[src/gkcd_pkg.sv]
// ----------------------------------------------------------------------------
// gkcd_pkg
// Shared types and constants of the k-core decomposition engine: request and
// response payloads, opcodes, status codes, sequencer steps, command/status.
// ----------------------------------------------------------------------------
package gkcd_pkg;

   localparam int DEF_MAX_VERTICES    = 1024;
   localparam int DEF_MAX_ADJ_ENTRIES = 8192;
   localparam int VERTEX_W            = 10;
   localparam int CORE_W              = 10;
   localparam int CSR_W               = 11;
   localparam int CORE_MAX            = 1023;
   localparam int NUM_STEPS           = 34;

   typedef enum logic [1:0] {
      OP_CLEAR = 2'd0,
      OP_ADD   = 2'd1,
      OP_RUN   = 2'd2,
      OP_READ  = 2'd3
   } opcode_type;

   typedef enum logic [1:0] {
      ST_OK        = 2'd0,
      ST_FULL      = 2'd1,
      ST_ORDER     = 2'd2,
      ST_NOT_READY = 2'd3
   } status_type;

   typedef struct packed {
      opcode_type          opcode;
      logic [VERTEX_W-1:0] vertex;
      logic [VERTEX_W-1:0] neighbor;
   } req_type;

   typedef struct packed {
      logic [VERTEX_W-1:0] vertex_echo;
      logic [CORE_W-1:0]   core_number;
      status_type          status;
   } rsp_type;

   typedef enum logic [NUM_STEPS-1:0] {
      S_IDLE      = 34'd1 << 0,
      S_DECODE    = 34'd1 << 1,
      S_READ_RESP = 34'd1 << 2,
      S_DUP_RD    = 34'd1 << 3,
      S_DUP_CMP   = 34'd1 << 4,
      S_ADD_CHK   = 34'd1 << 5,
      S_ADD_FILL  = 34'd1 << 6,
      S_RUN_FILL  = 34'd1 << 7,
      S_DEG_V     = 34'd1 << 8,
      S_DEG_END   = 34'd1 << 9,
      S_DEG_E     = 34'd1 << 10,
      S_DEG_CNT   = 34'd1 << 11,
      S_BIN_CLR   = 34'd1 << 12,
      S_CNT_RD    = 34'd1 << 13,
      S_CNT_BIN   = 34'd1 << 14,
      S_CNT_WR    = 34'd1 << 15,
      S_PRE_RD    = 34'd1 << 16,
      S_PRE_WR    = 34'd1 << 17,
      S_POS_RD    = 34'd1 << 18,
      S_POS_BIN   = 34'd1 << 19,
      S_POS_WR    = 34'd1 << 20,
      S_SH_RD     = 34'd1 << 21,
      S_SH_WR     = 34'd1 << 22,
      S_PEEL_I    = 34'd1 << 23,
      S_PEEL_V    = 34'd1 << 24,
      S_PEEL_S0   = 34'd1 << 25,
      S_PEEL_S1   = 34'd1 << 26,
      S_PEEL_DV   = 34'd1 << 27,
      S_PEEL_E    = 34'd1 << 28,
      S_PEEL_U    = 34'd1 << 29,
      S_PEEL_DU   = 34'd1 << 30,
      S_PEEL_PB   = 34'd1 << 31,
      S_PEEL_W    = 34'd1 << 32,
      S_PEEL_SW   = 34'd1 << 33
   } step_type;

   typedef struct packed {
      step_type   step;
      logic       load;
      logic       rsp_en;
      status_type rsp_status;
   } cmd_type;

   typedef struct packed {
      opcode_type opcode;
      logic       bad_entry;
      logic       v_eq_last;
      logic       rd_bad;
      logic       ready;
      logic       full;
      logic       e_ge_entries;
      logic       dup_hit;
      logic       k_le_v;
      logic       k_le_n;
      logic       v_eq_n;
      logic       e_ge_end;
      logic       i_le_md;
      logic       i_zero;
      logic       i_eq_n;
      logic       adj_ge_n;
      logic       deg_gt_dv;
      logic       sorted_ne_u;
   } sts_type;

endpackage

[src/gkcd_ctrl.sv]
// ----------------------------------------------------------------------------
// gkcd_ctrl
// Sequencer: decodes each request and steps the datapath through loading,
// degree count, bin sort and peeling.
// ----------------------------------------------------------------------------
module gkcd_ctrl (
   input  logic              clock,
   input  logic              reset,
   input  logic              start,
   output logic              busy,
   input  gkcd_pkg::sts_type sts,
   output gkcd_pkg::cmd_type cmd
);
   import gkcd_pkg::*;

   step_type state_ff, state_in;

   always_comb begin
      state_in       = state_ff;
      cmd.step       = state_ff;
      cmd.load       = 1'b0;
      cmd.rsp_en     = 1'b0;
      cmd.rsp_status = ST_OK;
      case (state_ff)
         S_IDLE: begin
            if (start) begin
               cmd.load = 1'b1;
               state_in = S_DECODE;
            end
         end
         S_DECODE: begin
            case (sts.opcode)
               OP_CLEAR: begin
                  cmd.rsp_en = 1'b1;
                  state_in   = S_IDLE;
               end
               OP_ADD: begin
                  if (sts.bad_entry) begin
                     cmd.rsp_en     = 1'b1;
                     cmd.rsp_status = ST_ORDER;
                     state_in       = S_IDLE;
                  end else if (sts.v_eq_last) begin
                     state_in = S_DUP_RD;
                  end else begin
                     state_in = S_ADD_CHK;
                  end
               end
               OP_RUN: state_in = S_RUN_FILL;
               OP_READ: begin
                  if (!sts.ready) begin
                     cmd.rsp_en     = 1'b1;
                     cmd.rsp_status = ST_NOT_READY;
                     state_in       = S_IDLE;
                  end else if (sts.rd_bad) begin
                     cmd.rsp_en     = 1'b1;
                     cmd.rsp_status = ST_ORDER;
                     state_in       = S_IDLE;
                  end else begin
                     state_in = S_READ_RESP;
                  end
               end
               default: state_in = S_IDLE;
            endcase
         end
         S_READ_RESP: begin
            cmd.rsp_en = 1'b1;
            state_in   = S_IDLE;
         end
         S_DUP_RD: state_in = sts.e_ge_entries ? S_ADD_CHK : S_DUP_CMP;
         S_DUP_CMP: begin
            if (sts.dup_hit) begin
               cmd.rsp_en = 1'b1;
               state_in   = S_IDLE;
            end else begin
               state_in = S_DUP_RD;
            end
         end
         S_ADD_CHK: begin
            if (sts.full) begin
               cmd.rsp_en     = 1'b1;
               cmd.rsp_status = ST_FULL;
               state_in       = S_IDLE;
            end else begin
               state_in = S_ADD_FILL;
            end
         end
         S_ADD_FILL: begin
            if (!sts.k_le_v) begin
               cmd.rsp_en = 1'b1;
               state_in   = S_IDLE;
            end
         end
         S_RUN_FILL: if (!sts.k_le_n) state_in = S_DEG_V;
         S_DEG_V:    state_in = sts.v_eq_n ? S_BIN_CLR : S_DEG_END;
         S_DEG_END:  state_in = S_DEG_E;
         S_DEG_E:    state_in = sts.e_ge_end ? S_DEG_V : S_DEG_CNT;
         S_DEG_CNT:  state_in = S_DEG_E;
         S_BIN_CLR:  if (!sts.i_le_md) state_in = S_CNT_RD;
         S_CNT_RD:   state_in = sts.v_eq_n ? S_PRE_RD : S_CNT_BIN;
         S_CNT_BIN:  state_in = S_CNT_WR;
         S_CNT_WR:   state_in = S_CNT_RD;
         S_PRE_RD:   state_in = sts.i_le_md ? S_PRE_WR : S_POS_RD;
         S_PRE_WR:   state_in = S_PRE_RD;
         S_POS_RD:   state_in = sts.v_eq_n ? S_SH_RD : S_POS_BIN;
         S_POS_BIN:  state_in = S_POS_WR;
         S_POS_WR:   state_in = S_POS_RD;
         S_SH_RD:    state_in = sts.i_zero ? S_PEEL_I : S_SH_WR;
         S_SH_WR:    state_in = S_SH_RD;
         S_PEEL_I: begin
            if (sts.i_eq_n) begin
               cmd.rsp_en = 1'b1;
               state_in   = S_IDLE;
            end else begin
               state_in = S_PEEL_V;
            end
         end
         S_PEEL_V:  state_in = S_PEEL_S0;
         S_PEEL_S0: state_in = S_PEEL_S1;
         S_PEEL_S1: state_in = S_PEEL_DV;
         S_PEEL_DV: state_in = S_PEEL_E;
         S_PEEL_E:  state_in = sts.e_ge_end ? S_PEEL_I : S_PEEL_U;
         S_PEEL_U:  state_in = sts.adj_ge_n ? S_PEEL_E : S_PEEL_DU;
         S_PEEL_DU: state_in = sts.deg_gt_dv ? S_PEEL_PB : S_PEEL_E;
         S_PEEL_PB: state_in = S_PEEL_W;
         S_PEEL_W:  state_in = sts.sorted_ne_u ? S_PEEL_SW : S_PEEL_E;
         S_PEEL_SW: state_in = S_PEEL_E;
         default:   state_in = S_IDLE;
      endcase
   end

   always_ff @(posedge clock) begin
      if (reset) begin
         state_ff <= S_IDLE;
      end else begin
         state_ff <= state_in;
      end
   end

   assign busy = (state_ff != S_IDLE);

endmodule

[config.mk]
export PLATFORM = sky130hd
export DESIGN_NAME = gkcd_ctrl
export DESIGN_NICKNAME = d
export VERILOG_FILES = /design/src/gkcd_pkg.sv /design/src/gkcd_ctrl.sv
export SDC_FILE = /design/constraint.sdc
export NUM_CORES = 1
export LEC_CHECK = 0
export BUFFER_PORTS_ARGS = -buffer_cell sky130_fd_sc_hd__buf_2
export CELL_PAD_IN_SITES_DETAIL_PLACEMENT = 1
export CELL_PAD_IN_SITES_GLOBAL_PLACEMENT = 1
export CORE_AREA = 2 2 95 97
export CTS_BUF_LIST = sky130_fd_sc_hd__clkbuf_8
export CTS_CLUSTER_DIAMETER = 30
export CTS_CLUSTER_SIZE = 12
export DETAILED_ROUTE_END_ITERATION = 8
export DIE_AREA = 0 0 97 99
export GPL_ROUTABILITY_DRIVEN = 0
export PLACE_DENSITY = 0.61
export RECOVER_POWER = 50
export SETUP_SLACK_MARGIN = 0.4
export SLEW_MARGIN = 20
export SYNTH_ARGS = -nofsm -noshare
export SYNTH_HDL_FRONTEND = slang
export SYNTH_SLANG_ARGS = --single-unit
[constraint.sdc]
create_clock -name clock -period 4.7 [get_ports clock]
set_input_delay 0.94 -clock clock [delete_from_list [all_inputs] [get_ports clock]]
set_output_delay 0.94 -clock clock [all_outputs]
set_load 0.02 [all_outputs]
==> results of run 1 <==
==> through the flow <==
| step | setup slack, ps | util | hold slack [ps] | std cells | cell area [µm²] |
|---|---|---|---|---|---|
| after floorplan | 973 | - | 576 | 253 | 2090 |
| after global placement | 1110 | 0.286 | 503 | 408 | 2440 |
| after detailed placement | 1100 | 0.286 | 518 | 408 | 2440 |
| after CTS | 773 | 0.295 | 527 | 414 | 2520 |
| after global routing | 420 | 0.290 | 569 | 414 | 2480 |
| final | 631 | 0.290 | 528 | 414 | 2480 |
==> routing by layer <==
layer,GRT usage,vias to the layer above,part of all wire
li1,-,1080,-
met1,0.202,1040,0.49
met2,0.238,54,0.45
met3,0.0248,12,0.042
met4,0.0520,0,0.022
met5,0,-,0
==> layout make-up <==
class                   instances  area (µm²)
clock buffers                   6        82.6
multi-input cells             199        1290
inverters                       7        26.3
flip-flops and latches         34         681
repair buffers                 60         258
well taps                     108         135
fillers                      1057        6070
==> kinds of logic (layout without fill, tap and decap cells) <==
| kind of cell | count (synthesis) | count (layout) | synth area share |
|---|---|---|---|
| XOR/XNOR | 11 | 11 | 0.0461 |
| buffers and inverters | 20 | 73 | 0.0521 |
| AO/OA/AOI/OAI | 37 | 37 | 0.117 |
| flip-flops | 34 | 34 | 0.326 |
| AND/OR/NAND/NOR | 151 | 151 | 0.459 |
==> power by group through the flow <==
| stage | logic (mW) | registers [mW] | clock network, mW |
|---|---|---|---|
| detailed placement | 0.132 | 0.304 | 0 |
| floorplan | 0.0853 | 0.307 | 0 |
| CTS | 0.133 | 0.297 | 0.223 |
| global placement | 0.131 | 0.303 | 0 |
| finish | 0.132 | 0.297 | 0.215 |
| global route | 0.144 | 0.298 | 0.232 |
==> Yosys cell counts (3+ instances only) <==
cell	n
nand3b_1	6
buf_2	3
buf_6	4
nand4b_1	3
nor2_1	24
dfxtp_1	34
nor3_1	12
nor3b_1	14
or4_1	12
o22ai_1	3
nand4_1	6
a22oi_1	3
nand2_1	16
or2_2	3
xnor2_1	6
clkbuf_1	6
nor4_1	18
inv_1	7
nor4b_1	4
o21ai_0	9
xor2_1	5
nand3_1	9
a21oi_1	10
==> worst max-delay path by stage <==
stage,slack (ps),depth (start not counted),from,endpoint
6_report,630,6,state_ff[28],cmd[1]
3_3_place_gp,1110,5,state_ff[27],cmd[2]
5_1_grt,420,6,state_ff[28],cmd[1]
4_1_cts,770,5,state_ff[27],cmd[2]
3_5_place_dp,1100,5,state_ff[27],cmd[2]
2_1_floorplan,970,5,state_ff[12],cmd[2]
==> impl_results.md, run 1 <==
* Status: finished clean
* R2r worst-path depth at 7
* Num CTS Buffers at 5
* Min Tclk post-route at 4070 ps
* Synth Area per Inst at 8.26 µm²
* Global-route usage over all layers at 0.148
* Worst slew pin tran at 788 ps
* Final setup viols at 0
* Pint at 0.449 mW
* WHS Path Cells at 1
* Max Clock Freq at 0.246 GHz
* # hold bufs at CTS at 0
* Top delay family on crit path: simple AND/OR/NAND/NOR gates
* Syn nets at 275
* Synth area leaders: dfxtp_1, nor4_1, nor3b_1
* Routed Antenna Nets at 0
* Clk slew on worst S/H paths at 70 ps
* Drc violations at 0
* Clock skew at 5.87 ps
* Hold Path End: state_ff[26]
* Core Box Area at 8550 µm²
* Critical Path Start Type: register
* Drt wl/cell at 17.4 µm
* Sequential area share after synthesis at 0.326
* Die ar. at 9600 µm²
* Share of layout cells above drive strength 1 at 0.150
* Clock network power share at 0.334
* Synth warnings at 0
* Hold WC Path Type: register to register
* Worst Setup Path Type: register to output pin
* Slowest stage cell, crit path: or4_1
* Final hold violations at 0
* Largest net degree at the start of global routing at 20
* Hold Startpoint: state_ff[24]
* Top cell type's share of synthesized area at 0.326
* Post-DP HPWL at 5.79 mm
* Sequential Power Share at 0.461
* LEAKAGE at 0.870 nW
* #FFs+latches synth at 34
* Clock Tree Buf Depth at 2
* Max VDD drop at 0.0999 mV
* Max-Cap Viols at 0
* RSZ-0062 raised after global routing: false
* Number of gates resized after CTS at 0
* Flop2flop setup slack at 1520 ps
* RR Startpoint: state_ff[27]
* Period utilization at 0.866
* CP required at 3760 ps
* Ys flop type: dfxtp_1
* GRT Residual Overflow at 0
* Clock tree root buffer cell: clkbuf_8
* Terminus of the critical flop-to-flop path: state_ff[15]
* Post-synth EDFFs at 0
* Switch Pwr at 0.195 mW
* Switch share at 0.303
* Slew Viols, Final at 0
* H-Tree Level Count at 2
* # diodes at 0
* Clock tree sinks at 34
* Max incr delay on CP at 670 ps
* Reg with most FFs: state_ff
* Crit-path max FO at 12
* Crit path buf inv count at 1
* Total negative slack at 0 ps
* Vias in the first global route at 2,206
* Layout area overhead at 18.6%
* Initial antenna violation count at 0
* Commonest cells after routing, fill and taps aside: clkbuf_1, dfxtp_1, buf_2
* Logic pwr share at 0.204
* Num ports at 61
* Die width at 97 µm
* Nets at 329
* Synth unique cells at 51
* DRT Pass-1 Iters at 4
* Worst Setup End Kind: output pin
* Mapped Cells at 253
* Row cnt at 34
* Cell taking the most area after synthesis: dfxtp_1
* Via density at 5.28
* Global-route wire length before repair at 11.4 mm
* CTS tree: built
* Count of buffers from port buffering at 60
* Via count at 2,186
* Overall Power at 0.644 mW
* Initial core utilization at 0.244
* Async SR Flop Fraction at 0
* Die Y at 99 µm
* Crit path DAT at 3130 ps
* Detailed Route WL at 7.20 mm
* CP Cell Sequence: or4_1, or3_1, nor4_2, nand2_1, a311oi_1, buf_2
* Synthesized area at 2090 µm²
* Max-slew headroom at 0.470
* Clock latency on the worst-skew pair at 290 ps
* Max FFs per register at 34
* Largest regs: state_ff: 34 flops
* Setup bufs post-CTS at 0
* Initial DRC Count at 125
* PD cells at 260 nW/µm²
Power figures use the tool's default switching activity.
==> run 2, diff against run 1 <==
--- a/config.mk
+++ b/config.mk
@@ -8,12 +8,12 @@
 export BUFFER_PORTS_ARGS = -buffer_cell sky130_fd_sc_hd__buf_2
 export CELL_PAD_IN_SITES_DETAIL_PLACEMENT = 1
 export CELL_PAD_IN_SITES_GLOBAL_PLACEMENT = 1
-export CORE_AREA = 2 2 95 97
+export CORE_AREA = 2 2 68 135
 export CTS_BUF_LIST = sky130_fd_sc_hd__clkbuf_8
 export CTS_CLUSTER_DIAMETER = 30
 export CTS_CLUSTER_SIZE = 12
 export DETAILED_ROUTE_END_ITERATION = 8
-export DIE_AREA = 0 0 97 99
+export DIE_AREA = 0 0 70 137
 export GPL_ROUTABILITY_DRIVEN = 0
 export PLACE_DENSITY = 0.61
 export RECOVER_POWER = 50
==> run 2 against run 1 <==
Effect of this change: combinational power is essentially flat; clock-buffer cell count is the same; sequential power is essentially flat; largest power group unchanged.
==> impl_results.md, run 2 (synthesized netlist as in run 1, its figures left out) <==
* Status: finished clean
* Via density at 5.40
* Die Y at 137 µm
* Max-slew headroom at 0.547
* DRT Pass-1 Iters at 4
* Die width at 70 µm
* Crit path DAT at 3150 ps
* Sequential Power Share at 0.457
* DP Cell Count at 400
* Clock latency on the worst-skew pair at 290 ps
* Final std cells w/o fill at 406
* Clock network power share at 0.340
* Clock tree sinks at 34
* Initial DRC Count at 50
* Row cnt at 48
* Drt wl/cell at 18.9 µm
* # hold bufs at CTS at 0
* Max FFs per register at 34
* CP Cell Sequence: or4_1, or3_1, nor4_2, nand2_1, a311oi_1, buf_2
* Switch share at 0.313
* Switch Pwr at 0.205 mW
* Layout area overhead at 17.8%
* Max-Cap Viols at 0
* Min Tclk post-route at 4090 ps
* Reg with most FFs: state_ff
* Post-DP HPWL at 6.25 mm
* Routed Antenna Nets at 0
* Clock Tree Buf Depth at 2
* Drc violations at 0
* Number of gates resized after CTS at 0
* Initial antenna violation count at 0
* # diodes at 0
* PD cells at 266 nW/µm²
* Post-layout util at 0.289
* Period utilization at 0.870
* Final setup viols at 0
* Sequential cell area at 681 µm²
* Slowest stage cell, crit path: or4_1
* Final hold violations at 0
* Vias in the first global route at 2,274
* Global-route wire length before repair at 12.0 mm
* Hold WC Path Type: register to register
* Max VDD drop at 0.101 mV
* Num ports at 61
* Multi-input logic area at 1290 µm²
* Num CTS Buffers at 5
* Worst Setup End Kind: output pin
* CTS tree: built
* GRT Residual Overflow at 0
* Clock tree root buffer cell: clkbuf_8
* Fillers at 1,074
* Largest regs: state_ff: 34 flops
* Hold slack at 527 ps
* Critical Path Start Type: register
* H-Tree Level Count at 2
* Max Clock Freq at 0.244 GHz
* Pint at 0.449 mW
* LEAKAGE at 0.872 nW
* Worst Setup Path Type: register to output pin
* Nets at 329
* Max incr delay on CP at 680 ps
* Count of buffers from port buffering at 60
* Logic pwr share at 0.204
* Clock skew at 6.74 ps
* Detailed Route WL at 7.68 mm
* Total negative slack at 0 ps
* Share of layout cells above drive strength 1 at 0.147
* CP required at 3760 ps
* Crit-path max FO at 12
* Die ar. at 9590 µm²
* Via count at 2,193
* Worst slew pin tran at 673 ps
* Setup bufs post-CTS at 0
* Global-route usage over all layers at 0.164
* Largest net degree at the start of global routing at 20
* Slew Viols, Final at 0
* Initial core utilization at 0.245
* Clk slew on worst S/H paths at 70 ps
* Core Box Area at 8530 µm²
* RSZ-0062 raised after global routing: false
* Commonest cells after routing, fill and taps aside: clkbuf_1, dfxtp_1, buf_2
-- run 2: cell types whose count changed in the layout (fill, tap and decap cells not counted) --
cell   previous run  this run
or3_1             3         4
or3_4             1         0
-- run 2: routing by layer --
| layer | wire length [µm] | track usage | up-vias |
|---|---|---|---|
| met1 | 2690 | 0.153 | 1049 |
| met4 | 392 | 0.100 | 0 |
| li1 | - | - | 1076 |
| met2 | 4340 | 0.324 | 51 |
| met5 | 0 | 0 | - |
| met3 | 262 | 0.0236 | 17 |
-- run 2: worst max-delay path, delay by kind of cell, from the launching register on --
family | cells | cell delay, ps
buf+inv | 1 | 200
compound gates | 1 | 250
flops | 1 | 360
simple gates | 4 | 2030
-- run 2: layout make-up --
class | instances | share of cell area
multi-input cells | 199 | 0.524
flip-flops and latches | 34 | 0.276
repair buffers | 60 | 0.105
well taps | 100 | 0.0508
clock buffers | 6 | 0.0335
inverters | 7 | 0.0107
-- run 2: path summary, 6_finish.rpt --
path | from | endpoint | slack (ps) | cells after the start
worst max-delay path | state_ff[28] | cmd[1] | 610 | 6
worst min-delay path | state_ff[24] | state_ff[26] | 530 | 1
worst max register to register | state_ff[1] | state_ff[13] | 1590 | 7
worst min register to register | state_ff[24] | state_ff[26] | 530 | 1
-- run 2: per-stage QoR --
stage,worst slack (ps),power [mW],area [µm²]
after global routing,327,0.685,2460
after CTS,592,0.665,2510
after global placement,1010,0.440,2430
after floorplan,973,0.393,2090
after detailed placement,928,0.441,2430
final,610,0.654,2460
-- run 2: power by group through the flow --
stage	registers, mW	logic (mW)	clock network [mW]
after floorplan	0.307	0.0853	0
after global placement	0.305	0.135	0
after detailed placement	0.306	0.136	0
after CTS	0.299	0.136	0.229
after global routing	0.300	0.145	0.241
final	0.299	0.133	0.222
